**src/sv/quad_motor_mixer_sqrt_core_macros.svh**
```systemverilog
// Assertion macros shared by the motor mixer RTL.
`ifndef QUAD_MOTOR_MIXER_SQRT_CORE_MACROS_SVH
`define QUAD_MOTOR_MIXER_SQRT_CORE_MACROS_SVH

// The consequent must hold in the same cycle as the antecedent.
`define QMM_ASSERT_SAME(label, clk, rst_n, ante, cons) \
	label: assert property (@(posedge clk) disable iff (!(rst_n)) (ante) |-> (cons)) \
		else $error("motor mixer check failed");

// The consequent must hold in the cycle after the antecedent.
`define QMM_ASSERT_NEXT(label, clk, rst_n, ante, cons) \
	label: assert property (@(posedge clk) disable iff (!(rst_n)) (ante) |=> (cons)) \
		else $error("motor mixer check failed");

`endif

```
**src/sv/qmm_pkg.sv**
```systemverilog
// Types, constants and arithmetic helpers of the motor mixer.
package qmm_pkg;

	localparam int CMD_W     = 16;
	localparam int SPD_W     = 14;
	localparam int GAIN_W    = 6;
	localparam int CFG_W     = 16;
	localparam int CFG_IDX_W = 2;
	localparam int LANES     = 4;
	localparam int SQ_W      = 17;
	localparam int ROOT_W    = 8;
	localparam int SQ_STEPS  = 8;

	// Configuration register indexes.
	localparam logic [CFG_IDX_W-1:0] REG_LIFT_THRESHOLD = 2'd0;
	localparam logic [CFG_IDX_W-1:0] REG_MOTOR_GAIN     = 2'd1;
	localparam logic [CFG_IDX_W-1:0] REG_MOTOR_FLOOR    = 2'd2;
	localparam logic [CFG_IDX_W-1:0] REG_MOTOR_CEILING  = 2'd3;

	// Register values after reset.
	localparam logic [CMD_W-1:0]  RST_LIFT_THRESHOLD = 16'd277;
	localparam logic [GAIN_W-1:0] RST_MOTOR_GAIN     = 6'd13;
	localparam logic [SPD_W-1:0]  RST_MOTOR_FLOOR    = 14'd200;
	localparam logic [SPD_W-1:0]  RST_MOTOR_CEILING  = 14'd600;

	// Largest possible root, the root of 32768.
	localparam logic [SQ_W-1:0] ROOT_MAX = 17'd181;

	// Trial bit of each square root step, from the top pair of bits down.
	localparam logic [SQ_W-1:0] SQRT_BIT [SQ_STEPS] = '{
		17'h4000, 17'h1000, 17'h0400, 17'h0100,
		17'h0040, 17'h0010, 17'h0004, 17'h0001
	};

	typedef struct packed {
		logic [SQ_W-1:0] rem;
		logic [SQ_W-1:0] root;
	} sqrt_t;

	// Magnitude of a 16-bit two's complement word, 0 to 32768.
	function automatic logic [SQ_W-1:0] mag16(input logic [CMD_W-1:0] v);
		logic [SQ_W-1:0] ext;
		ext = {1'b0, v};
		if (v[CMD_W-1]) begin
			return 17'h10000 - ext;
		end
		return ext;
	endfunction

	// One restoring step of the bitwise square root.
	function automatic sqrt_t sqrt_step(input sqrt_t st, input logic [SQ_W-1:0] bit_v);
		logic [SQ_W-1:0] trial;
		sqrt_t nx;
		trial   = st.root + bit_v;
		nx.root = st.root >> 1;
		nx.rem  = st.rem;
		if (trial <= st.rem) begin
			nx.root = nx.root + bit_v;
			nx.rem  = st.rem - trial;
		end
		return nx;
	endfunction

endpackage

```
**src/sv/qmm_if.sv**
```systemverilog
// Valid/ready channels of the motor mixer: command words in, speed words out.
interface qmm_cmd_if;
	import qmm_pkg::*;
	logic                    valid;
	logic                    ready;
	logic signed [CMD_W-1:0] lift_cmd;
	logic signed [CMD_W-1:0] roll_cmd;
	logic signed [CMD_W-1:0] pitch_cmd;
	logic signed [CMD_W-1:0] yaw_cmd;

	modport source (output valid, lift_cmd, roll_cmd, pitch_cmd, yaw_cmd, input ready);
	modport sink (input valid, lift_cmd, roll_cmd, pitch_cmd, yaw_cmd, output ready);
endinterface

interface qmm_spd_if;
	import qmm_pkg::*;
	logic             valid;
	logic             ready;
	logic [SPD_W-1:0] motor_front;
	logic [SPD_W-1:0] motor_right;
	logic [SPD_W-1:0] motor_back;
	logic [SPD_W-1:0] motor_left;

	modport source (output valid, motor_front, motor_right, motor_back, motor_left,
		input ready);
	modport sink (input valid, motor_front, motor_right, motor_back, motor_left,
		output ready);
endinterface

```
**src/sv/quad_motor_mixer_sqrt_core.sv**
```systemverilog
// Quadcopter motor mixer: command word in, four motor speeds out through a
// seven-stage pipeline.
//
// The cmd channel takes one command word (lift, roll, pitch, yaw, signed) at
// each clock edge where valid and ready are high. The spd channel gives one
// word of four motor speeds per command, in command order. Configuration is
// written through cfg_we/cfg_index/cfg_data; the user must write it only while the pipeline is empty (not enforced).
//
// Stage 1 forms the four mixed terms and their magnitudes and compares lift
// with the threshold. Stages 2 to 5 each run two steps of the bitwise square
// root on all four lanes, stage 6 multiplies by the gain, stage 7 clamps in
// mixing mode and is the output register. A new word can enter every cycle
// unless a stall on spd has filled the pipeline, so throughput is one word
// per cycle, set by the one-word-per-stage pipeline.
//
// Each stage moves on when it is empty or the stage after it moves on, so a
// stall on spd fills empty stages first and backs up into cmd.ready only when
// all seven stages hold words. Reset empties the pipeline and loads the
// register defaults (threshold 277, gain 13, floor 200, ceiling 600).
`include "quad_motor_mixer_sqrt_core_macros.svh"

module quad_motor_mixer_sqrt_core (
	input  logic                           clk,
	input  logic                           arst_n,
	input  logic                           cfg_we,
	input  logic [qmm_pkg::CFG_IDX_W-1:0] cfg_index,
	input  logic [qmm_pkg::CFG_W-1:0]     cfg_data,
	qmm_cmd_if.sink                        cmd,
	qmm_spd_if.source                      spd
);
	import qmm_pkg::*;

	logic signed [CMD_W-1:0] lift_threshold_q;
	logic [GAIN_W-1:0]       motor_gain_q;
	logic [SPD_W-1:0]        motor_floor_q;
	logic [SPD_W-1:0]        motor_ceiling_q;

	logic v_s1, v_s2, v_s3, v_s4, v_s5, v_s6, v_s7;
	logic en1, en2, en3, en4, en5, en6, en7;
	logic eq_s1, eq_s2, eq_s3, eq_s4, eq_s5, eq_s6, eq_s7;

	logic [SQ_W-1:0]  mag_s1 [LANES];
	sqrt_t            sq_s2  [LANES];
	sqrt_t            sq_s3  [LANES];
	sqrt_t            sq_s4  [LANES];
	sqrt_t            sq_s5  [LANES];
	logic [SPD_W-1:0] prod_s6 [LANES];
	logic [SPD_W-1:0] spd_s7 [LANES];

	logic [CMD_W-1:0] term  [LANES];
	logic [CMD_W-1:0] pitch2, roll2;
	logic             eq_d;
	sqrt_t            sq_d2 [LANES];
	sqrt_t            sq_d3 [LANES];
	sqrt_t            sq_d4 [LANES];
	sqrt_t            sq_d5 [LANES];
	logic [SPD_W-1:0] prod_d [LANES];
	logic [SPD_W-1:0] clamp_d [LANES];

	// Configuration registers.
	always_ff @(posedge clk or negedge arst_n) begin
		if (!arst_n) begin
			lift_threshold_q <= RST_LIFT_THRESHOLD;
			motor_gain_q     <= RST_MOTOR_GAIN;
			motor_floor_q    <= RST_MOTOR_FLOOR;
			motor_ceiling_q  <= RST_MOTOR_CEILING;
		end else if (cfg_we) begin
			unique case (cfg_index)
				REG_LIFT_THRESHOLD: lift_threshold_q <= cfg_data;
				REG_MOTOR_GAIN:     motor_gain_q     <= cfg_data[GAIN_W-1:0];
				REG_MOTOR_FLOOR:    motor_floor_q    <= cfg_data[SPD_W-1:0];
				REG_MOTOR_CEILING:  motor_ceiling_q  <= cfg_data[SPD_W-1:0];
			endcase
		end
	end

	// Stage enables: a stage loads when it is empty or its word moves on.
	assign en7 = !v_s7 || spd.ready;
	assign en6 = !v_s6 || en7;
	assign en5 = !v_s5 || en6;
	assign en4 = !v_s4 || en5;
	assign en3 = !v_s3 || en4;
	assign en2 = !v_s2 || en3;
	assign en1 = !v_s1 || en2;
	assign cmd.ready = en1;

	always_ff @(posedge clk or negedge arst_n) begin
		if (!arst_n) begin
			v_s1 <= 1'b0;
			v_s2 <= 1'b0;
			v_s3 <= 1'b0;
			v_s4 <= 1'b0;
			v_s5 <= 1'b0;
			v_s6 <= 1'b0;
			v_s7 <= 1'b0;
		end else begin
			if (en1) v_s1 <= cmd.valid;
			if (en2) v_s2 <= v_s1;
			if (en3) v_s3 <= v_s2;
			if (en4) v_s4 <= v_s3;
			if (en5) v_s5 <= v_s4;
			if (en6) v_s6 <= v_s5;
			if (en7) v_s7 <= v_s6;
		end
	end

	// Stage 1: mixed terms wrap to 16 bits; in equal-drive mode every lane
	// takes the lift magnitude instead.
	always_comb begin
		pitch2  = {cmd.pitch_cmd[CMD_W-2:0], 1'b0};
		roll2   = {cmd.roll_cmd[CMD_W-2:0], 1'b0};
		term[0] = cmd.lift_cmd - cmd.yaw_cmd + pitch2;
		term[1] = cmd.lift_cmd + cmd.yaw_cmd - roll2;
		term[2] = cmd.lift_cmd - cmd.yaw_cmd - pitch2;
		term[3] = cmd.lift_cmd + cmd.yaw_cmd + roll2;
		eq_d    = cmd.lift_cmd < lift_threshold_q;
	end

	// Stages 2 to 5: two square root steps each.
	always_comb begin
		for (int l = 0; l < LANES; l++) begin
			sq_d2[l] = sqrt_step(sqrt_step('{rem: mag_s1[l], root: '0}, SQRT_BIT[0]),
				SQRT_BIT[1]);
			sq_d3[l] = sqrt_step(sqrt_step(sq_s2[l], SQRT_BIT[2]), SQRT_BIT[3]);
			sq_d4[l] = sqrt_step(sqrt_step(sq_s3[l], SQRT_BIT[4]), SQRT_BIT[5]);
			sq_d5[l] = sqrt_step(sqrt_step(sq_s4[l], SQRT_BIT[6]), SQRT_BIT[7]);
		end
	end

	// Stage 6 product fits 14 bits: root is at most 181, gain at most 63.
	// In mixing mode, stage 7 raises to the floor first and then limits to the ceiling.
	always_comb begin
		for (int l = 0; l < LANES; l++) begin
			prod_d[l] = {{(SPD_W-ROOT_W){1'b0}}, sq_s5[l].root[ROOT_W-1:0]}
				* {{(SPD_W-GAIN_W){1'b0}}, motor_gain_q};
			clamp_d[l] = prod_s6[l];
			if (!eq_s6) begin
				if (clamp_d[l] < motor_floor_q) clamp_d[l] = motor_floor_q;
				if (clamp_d[l] > motor_ceiling_q) clamp_d[l] = motor_ceiling_q;
			end
		end
	end

	always_ff @(posedge clk) begin
		if (en1) begin
			eq_s1 <= eq_d;
			for (int l = 0; l < LANES; l++) begin
				mag_s1[l] <= eq_d ? mag16(cmd.lift_cmd) : mag16(term[l]);
			end
		end
		if (en2) begin
			eq_s2 <= eq_s1;
			sq_s2 <= sq_d2;
		end
		if (en3) begin
			eq_s3 <= eq_s2;
			sq_s3 <= sq_d3;
		end
		if (en4) begin
			eq_s4 <= eq_s3;
			sq_s4 <= sq_d4;
		end
		if (en5) begin
			eq_s5 <= eq_s4;
			sq_s5 <= sq_d5;
		end
		if (en6) begin
			eq_s6   <= eq_s5;
			prod_s6 <= prod_d;
		end
		if (en7) begin
			eq_s7  <= eq_s6;
			spd_s7 <= clamp_d;
		end
	end

	assign spd.valid       = v_s7;
	assign spd.motor_front = spd_s7[0];
	assign spd.motor_right = spd_s7[1];
	assign spd.motor_back  = spd_s7[2];
	assign spd.motor_left  = spd_s7[3];

	`QMM_ASSERT_NEXT(a_accept_fills_s1, clk, arst_n, cmd.valid && cmd.ready, v_s1)
	`QMM_ASSERT_SAME(a_root_range, clk, arst_n, v_s5,
		sq_s5[0].root <= ROOT_MAX && sq_s5[1].root <= ROOT_MAX &&
		sq_s5[2].root <= ROOT_MAX && sq_s5[3].root <= ROOT_MAX)
	`QMM_ASSERT_SAME(a_equal_drive, clk, arst_n, spd.valid && eq_s7,
		spd.motor_front == spd.motor_right && spd.motor_front == spd.motor_back &&
		spd.motor_front == spd.motor_left)
	`QMM_ASSERT_SAME(a_mix_ceiling, clk, arst_n, spd.valid && !eq_s7,
		spd.motor_front <= motor_ceiling_q && spd.motor_right <= motor_ceiling_q &&
		spd.motor_back <= motor_ceiling_q && spd.motor_left <= motor_ceiling_q)

endmodule

```
**src/flat_wrapper.sv**
```systemverilog
// flat-port wrapper written by rule: the top's interface ports become plain ports
module quad_motor_mixer_sqrt_core_flat import qmm_pkg::*;
  (clk, arst_n, cfg_we, cfg_index, cfg_data, cmd_valid, cmd_lift_cmd, cmd_roll_cmd, cmd_pitch_cmd, cmd_yaw_cmd, cmd_ready, spd_valid, spd_motor_front, spd_motor_right, spd_motor_back, spd_motor_left, spd_ready);
  qmm_cmd_if cmd_i ();
  qmm_spd_if spd_i ();
  input  logic clk;
  input  logic arst_n;
  input  logic cfg_we;
  input  logic [qmm_pkg::CFG_IDX_W-1:0] cfg_index;
  input  logic [qmm_pkg::CFG_W-1:0] cfg_data;
  input wire logic [$bits(cmd_i.valid)-1:0] cmd_valid;
  input wire logic [$bits(cmd_i.lift_cmd)-1:0] cmd_lift_cmd;
  input wire logic [$bits(cmd_i.roll_cmd)-1:0] cmd_roll_cmd;
  input wire logic [$bits(cmd_i.pitch_cmd)-1:0] cmd_pitch_cmd;
  input wire logic [$bits(cmd_i.yaw_cmd)-1:0] cmd_yaw_cmd;
  output wire logic [$bits(cmd_i.ready)-1:0] cmd_ready;
  output wire logic [$bits(spd_i.valid)-1:0] spd_valid;
  output wire logic [$bits(spd_i.motor_front)-1:0] spd_motor_front;
  output wire logic [$bits(spd_i.motor_right)-1:0] spd_motor_right;
  output wire logic [$bits(spd_i.motor_back)-1:0] spd_motor_back;
  output wire logic [$bits(spd_i.motor_left)-1:0] spd_motor_left;
  input wire logic [$bits(spd_i.ready)-1:0] spd_ready;
  assign cmd_i.valid = cmd_valid;
  assign cmd_i.lift_cmd = cmd_lift_cmd;
  assign cmd_i.roll_cmd = cmd_roll_cmd;
  assign cmd_i.pitch_cmd = cmd_pitch_cmd;
  assign cmd_i.yaw_cmd = cmd_yaw_cmd;
  assign cmd_ready = cmd_i.ready;
  assign spd_valid = spd_i.valid;
  assign spd_motor_front = spd_i.motor_front;
  assign spd_motor_right = spd_i.motor_right;
  assign spd_motor_back = spd_i.motor_back;
  assign spd_motor_left = spd_i.motor_left;
  assign spd_i.ready = spd_ready;
  quad_motor_mixer_sqrt_core u_core (.clk(clk), .arst_n(arst_n), .cfg_we(cfg_we), .cfg_index(cfg_index), .cfg_data(cfg_data), .cmd(cmd_i), .spd(spd_i));
endmodule
```
**config.mk**
```make
export PLATFORM = sky130hd
export DESIGN_NAME = quad_motor_mixer_sqrt_core_flat
export DESIGN_NICKNAME = d
export VERILOG_FILES = /design/src/sv/qmm_pkg.sv /design/src/sv/qmm_if.sv /design/src/sv/quad_motor_mixer_sqrt_core.sv /design/src/flat_wrapper.sv
export VERILOG_INCLUDE_DIRS = /design/src /design/src/sv
export SDC_FILE = /design/constraint.sdc
export NUM_CORES = 2
export LEC_CHECK = 0
export BUFFER_PORTS_ARGS = -buffer_cell sky130_fd_sc_hd__clkbuf_2
export CORE_UTILIZATION = 60
export DETAILED_ROUTE_END_ITERATION = 7
export PLACE_DENSITY = 0.77
export SYNTH_ARGS = -nofsm -noshare
export SYNTH_HDL_FRONTEND = slang
export SYNTH_SLANG_ARGS = --single-unit
```
**constraint.sdc**
```tcl
create_clock -name clk -period 7.6 [get_ports clk]
set_input_delay 0.76 -clock clk [delete_from_list [all_inputs] [get_ports clk]]
set_output_delay 0.76 -clock clk [all_outputs]
set_load 0.05 [all_outputs]
```
* Word level (Yosys, flattened, before mapping)
Memories as Yosys holds them, arrays and structs flattened.
Cells that the tools add are included.
** Cells by class
- Multiplexer cells :: 79
- Multiply operators :: 4
- Magnitude comparators :: 41
- $add $sub $neg :: 95
- Equality and inequality tests :: 3
- Reduce and logical (&&, ||, !) cells :: 19
** Operator list (number)
- 2-to-1 mux 34 bit :: 28
- <= comparator 17 bit :: 28
- subtractor 17 bit :: 24
- 2-to-1 mux 17 bit :: 19
- 2-to-1 mux 14 bit :: 16
- subtractor 17 x 16 -> 17 bit (first input constant) :: 5
- adder 16 x 11 -> 17 bit (second input constant) :: 4
- adder 16 x 13 -> 17 bit (second input constant) :: 4
- adder 16 x 3 -> 17 bit (second input constant) :: 4
- adder 16 x 5 -> 17 bit (second input constant) :: 4
- adder 16 x 7 -> 17 bit (second input constant) :: 4
- adder 16 x 9 -> 17 bit (second input constant) :: 4
- adder 17 x 1 -> 17 bit (second input constant) :: 4
- adder 17 x 11 -> 17 bit (second input constant) :: 4
- adder 17 x 13 -> 17 bit (second input constant) :: 4
- adder 17 x 3 -> 17 bit (second input constant) :: 4
- adder 17 x 5 -> 17 bit (second input constant) :: 4
- adder 17 x 7 -> 17 bit (second input constant) :: 4
- adder 17 x 9 -> 17 bit (second input constant) :: 4
- <= comparator 15 x 17 -> 1 bit (first input constant) :: 4
- subtractor 17 x 15 -> 17 bit (second input constant) :: 4
- greater-than comparator 14 bit :: 4
- less-than comparator 14 bit :: 4
- multiplier 8 x 6 -> 14 bit :: 4
- other kinds (12) :: 49
** Word-level totals
- Memories :: 1
- Input bits :: 87
- Word-level logic and storage cells :: 307
- RAM bits :: 68
- Register bits :: 615
- Output and inout port bits :: 58
** Memory list
- u_core.mag_s1 :: depth 4, bits a word 17, read ports 4, clocked after memory_dff 0, wr ports 4, RTL line quad_motor_mixer_sqrt_core.sv:42 : logic [SQ_W-1:0] mag_s1 [LANES];

* Logic depth before layout (Yosys ltp)
- Word-level depth :: 12
- Depth in mapped cells :: 23
- Depth with buffers taken out :: 22

* Worst setup path after synthesis
Ideal clock, no wire load.
- Path kind :: input port to flip-flop
- Start :: input spd_ready
- End :: register u_core.eq_s1, enable pin
- Buffers on the path :: 0
- Setup time :: 1.188 ns
- Data required time :: 6.412 ns
- Stages on the path :: 4
- Setup slack :: 1.783 ns
- Arrival time :: 4.630 ns
- Cell sequence :: nor2b_1 > nand3_1 > nor2_1 > nand4_1
** Between the ends
- Word-level cells in the longest chain between the ends :: 7
** RTL lines
- start, declared :: RTL line flat_wrapper.sv:22 : input wire logic [$bits(spd_i.ready)-1:0] spd_ready;
- logical OR 1 bit :: RTL line quad_motor_mixer_sqrt_core.sv:78 : assign en7 = !v_s7 || spd.ready;
- logical OR 1 bit :: RTL line quad_motor_mixer_sqrt_core.sv:79 : assign en6 = !v_s6 || en7;
- logical OR 1 bit :: RTL line quad_motor_mixer_sqrt_core.sv:80 : assign en5 = !v_s5 || en6;
- named net u_core.en5 :: RTL line quad_motor_mixer_sqrt_core.sv:39 : logic en1, en2, en3, en4, en5, en6, en7;
- logical OR 1 bit :: RTL line quad_motor_mixer_sqrt_core.sv:81 : assign en4 = !v_s4 || en5;
- logical OR 1 bit :: RTL line quad_motor_mixer_sqrt_core.sv:82 : assign en3 = !v_s3 || en4;
- logical OR 1 bit :: RTL line quad_motor_mixer_sqrt_core.sv:83 : assign en2 = !v_s2 || en3;
- logical OR 1 bit :: RTL line quad_motor_mixer_sqrt_core.sv:84 : assign en1 = !v_s1 || en2;
- named net cmd_ready :: RTL line flat_wrapper.sv:16 : output wire logic [$bits(cmd_i.ready)-1:0] cmd_ready;
- end signal, assigned :: RTL line quad_motor_mixer_sqrt_core.sv:146 : eq_s1 <= eq_d;
- end, declared :: RTL line quad_motor_mixer_sqrt_core.sv:40 : logic eq_s1, eq_s2, eq_s3, eq_s4, eq_s5, eq_s6, eq_s7;
The timed path passes the listed nets, and every way through them passes these cells.
A chain may end at the register's enable or synchronous reset.

==> results.sh <==
export IMPL_cts_setup_buffers=0
export IMPL_cap_violations=0
export IMPL_dr_pass1_iters=5
export IMPL_min_period_ns=6.25
export IMPL_antenna_found_initial=0
export IMPL_areaGrowthSynthToFinish_pct=8.32
export IMPL_slew_headroom=0.245
export IMPL_grt_pass1_wl_um=154000
export IMPL_finalSetupViolCount=0
export IMPL_slowest_stage="and2_0"
export IMPL_ioPinCount=145
export IMPL_dpl_worst_slack_ns=1.44
export IMPL_critical_path_class="reg -> reg"
export IMPL_arrival_ns=6.75
export IMPL_setup_tns_ns=0
export IMPL_crit_required_ns=8.10
export IMPL_grt_pass1_vias=30200
export IMPL_ys_warnings_count=0
export IMPL_ant_nets=0
export IMPL_synth_seq_cells=515
export IMPL_insertion_delay_ns=0.64
export IMPL_path_buf_inv=1
export IMPL_clockRootBuffer="clkbuf_16"
export IMPL_yosysTopAreaCell="edfxtp_1"
export IMPL_worst_pin_slew_ns=1.12
export IMPL_clk_path_buf_depth=3
export IMPL_die_h_um=265
export IMPL_dp_hpwl_um=76800
export IMPL_htreeDepth=2
export IMPL_place_area_um2=43200
export IMPL_synth_avg_cell_area_um2=9.91
export IMPL_io_buffers=142
export IMPL_stdcell_area_um2=45000
export IMPL_ys_top_cells_by_area="edfxtp_1 (33%), ha_1 (14%), fa_1 (5.1%)"
export IMPL_cts_tree="built"
export IMPL_core_area_um2=68600
export IMPL_initial_utilization=0.605
export IMPL_post_synth_top_count_cell="ha_1"
export IMPL_cp_start_kind="flop"
export IMPL_via_per_inst=5.94
export IMPL_cts_resized=0
export IMPL_path_cells="inv_1 -> ha_1 -> a21o_1 -> a21o_1 -> a21oi_1 -> nor2b_1 -> o21ai_0 -> a21oi_1 -> a2111oi_4 -> mux2_2 -> ha_1 -> a21o_1 -> nand3_1 -> a21oi_1 -> a2111oi_0 -> a221o_1 -> a21o_1 -> and2_0 -> a221o_1"
export IMPL_cpPeakStageDelay_ns=0.79
export IMPL_grt_total_usage=0.274
export IMPL_path_max_fanout=15
export IMPL_synth_edf_count=458
export IMPL_status="finished clean"
export IMPL_finalCritPeriodShare=0.822
export IMPL_finClkSkew_ns=0.0458
export IMPL_nets=4968
export IMPL_avgRoutedWirePerCell_um=18.5
export IMPL_vias=31300
export IMPL_cpMostUsedCell="a21o_1"
export IMPL_rows=96
export IMPL_ys_seq_area_frac=0.366
export IMPL_antennaDiodeCount=0
export IMPL_finalMaxSlewViolations=0
export IMPL_place_congestion=0.961
export IMPL_rsz0062_at_grt="no"
export IMPL_synth_commonest_cells="ha_1 (474), edfxtp_1 (458), inv_1 (416)"
export IMPL_die_x_um=265
export IMPL_dieArea_um2=70300
export IMPL_post_route_util=0.656
export IMPL_drc_errors=0
export IMPL_fmax_mhz=160
export IMPL_async_reset_ff_frac=0.111
export IMPL_drive_above_1_share=0.0957
export IMPL_numCtsBuffers=53
export IMPL_synth_ff_type="edfxtp_1"
export IMPL_finalHoldViolations=0
export IMPL_cp_top_family="compound AO/OA/AOI/OAI gates"
export IMPL_grt_max_degree=101
export IMPL_cts_hold_buffers=0
export IMPL_synth_cell_types=91
export IMPL_postLayoutSetupSlackWorst_ns=1.35
export IMPL_hp_class="in -> async"
export IMPL_clk_pin_slew_ns=0.06
export IMPL_overflow=0
export IMPL_syn_cell_area_um2=41500
export IMPL_synth_top_area_frac=0.331
export IMPL_drtIter0Drc=2144
export IMPL_routed_wl_um=97400
export IMPL_syn_inst=4191
export IMPL_crit_path_end_kind="flop"
export IMPL_cts_sinks=515
[flip-flops by register name, summed over array words and instances, names as in the netlist, 16 cells and up]
name / flops
u_core.sq_s4: 89
u_core.sq_s3: 81
u_core.sq_s2: 73
u_core.mag_s1: 65
u_core.prod_s6: 56
u_core.sq_s5: 32
u_core.lift_threshold_q: 16
[path summary, 6_finish.rpt]
path                                    startpoint                        end  slack [ns]  depth (start not counted)
setup / recovery           u_core.motor_floor_q[7]  u_core.spd.motor_back[10]        1.35                         19
hold / removal                              arst_n  u_core.motor_ceiling_q[8]        0.31                          2
setup reg to reg           u_core.motor_floor_q[7]  u_core.spd.motor_back[10]        1.35                         19
hold reg to reg                       u_core.eq_s3               u_core.eq_s4        0.42                          0
max in group asynchronous                   arst_n           u_core.spd.valid        6.77                          2
min in group clk                         cmd_valid                u_core.v_s1        0.35                          2
[worst register-to-register path, cell delays in order (launching register included)]
cell and delay, ns:
dfstp_2 0.58, inv_1 0.14, ha_1 0.32, a21o_1 0.18, a21o_1 0.17, a21oi_1 0.16
nor2b_1 0.06, o21ai_0 0.15, a21oi_1 0.12, a2111oi_4 0.65, mux2_2 0.41, ha_1 0.29
a21o_1 0.18, nand3_1 0.07, a21oi_1 0.06, a2111oi_0 0.76, a221o_1 0.29, a21o_1 0.45
and2_0 0.79, a221o_1 0.29
[per-stage QoR]
stage / hold slack [ns] / std cells
floorplan: 0.400 / 4194
global placement: 0.401 / 5177
detailed placement: 0.405 / 5177
CTS: 0.299 / 5276
global route: 0.350 / 5276
finish: 0.309 / 5276
[layout by cell type (no fill, tap or decap), drive strengths merged, types with 83 or more instances in the layout]
cell type | synthesis | layout
and2 | 100 | 100
fa | 106 | 106
a21oi | 255 | 255
edfxtp | 458 | 458
nand2 | 282 | 282
nor2 | 289 | 289
o21ai | 195 | 195
mux2 | 98 | 98
inv | 419 | 422
xor2 | 93 | 93
ha | 474 | 474
xnor2 | 196 | 196
a21o | 83 | 83
clkbuf | 92 | 210
nor2b | 92 | 92
[final cells by class]
class                   instances  area [µm²]
clock inverters                31         322
flip-flops and latches        515       15200
fillers                      5397       23600
inverters                     419        1570
repair buffers                166         891
multi-input cells            3146       24300
well taps                     931        1160
clock buffers                  68        1480
[metal layers]
metal  routed length (µm)  GRT usage  vias up
li1                     -          -    15300
met1                40600      0.336    15000
met2                47400      0.480      795
met3                 4300     0.0302      214
met4                 5040      0.134        0
met5                    0          0        -
[cells by family (layout without fill, tap and decap cells)]
logic type                 Yosys count  after routing  synth area share
AOI/OAI and AO/OA                  928            928             0.148
adders and majority gates          580            580             0.194
buffers and inverters              533            684            0.0493
muxes                              119            119            0.0317
xor gates and xnor gates           290            290            0.0615
DFF                                515            515             0.366
and+or+nand+nor                   1225           1225             0.149
other                                1              4         0.0000903
Power is not shown: default switching activity piles up to over one toggle a cycle in this logic, so the estimate is an artifact.
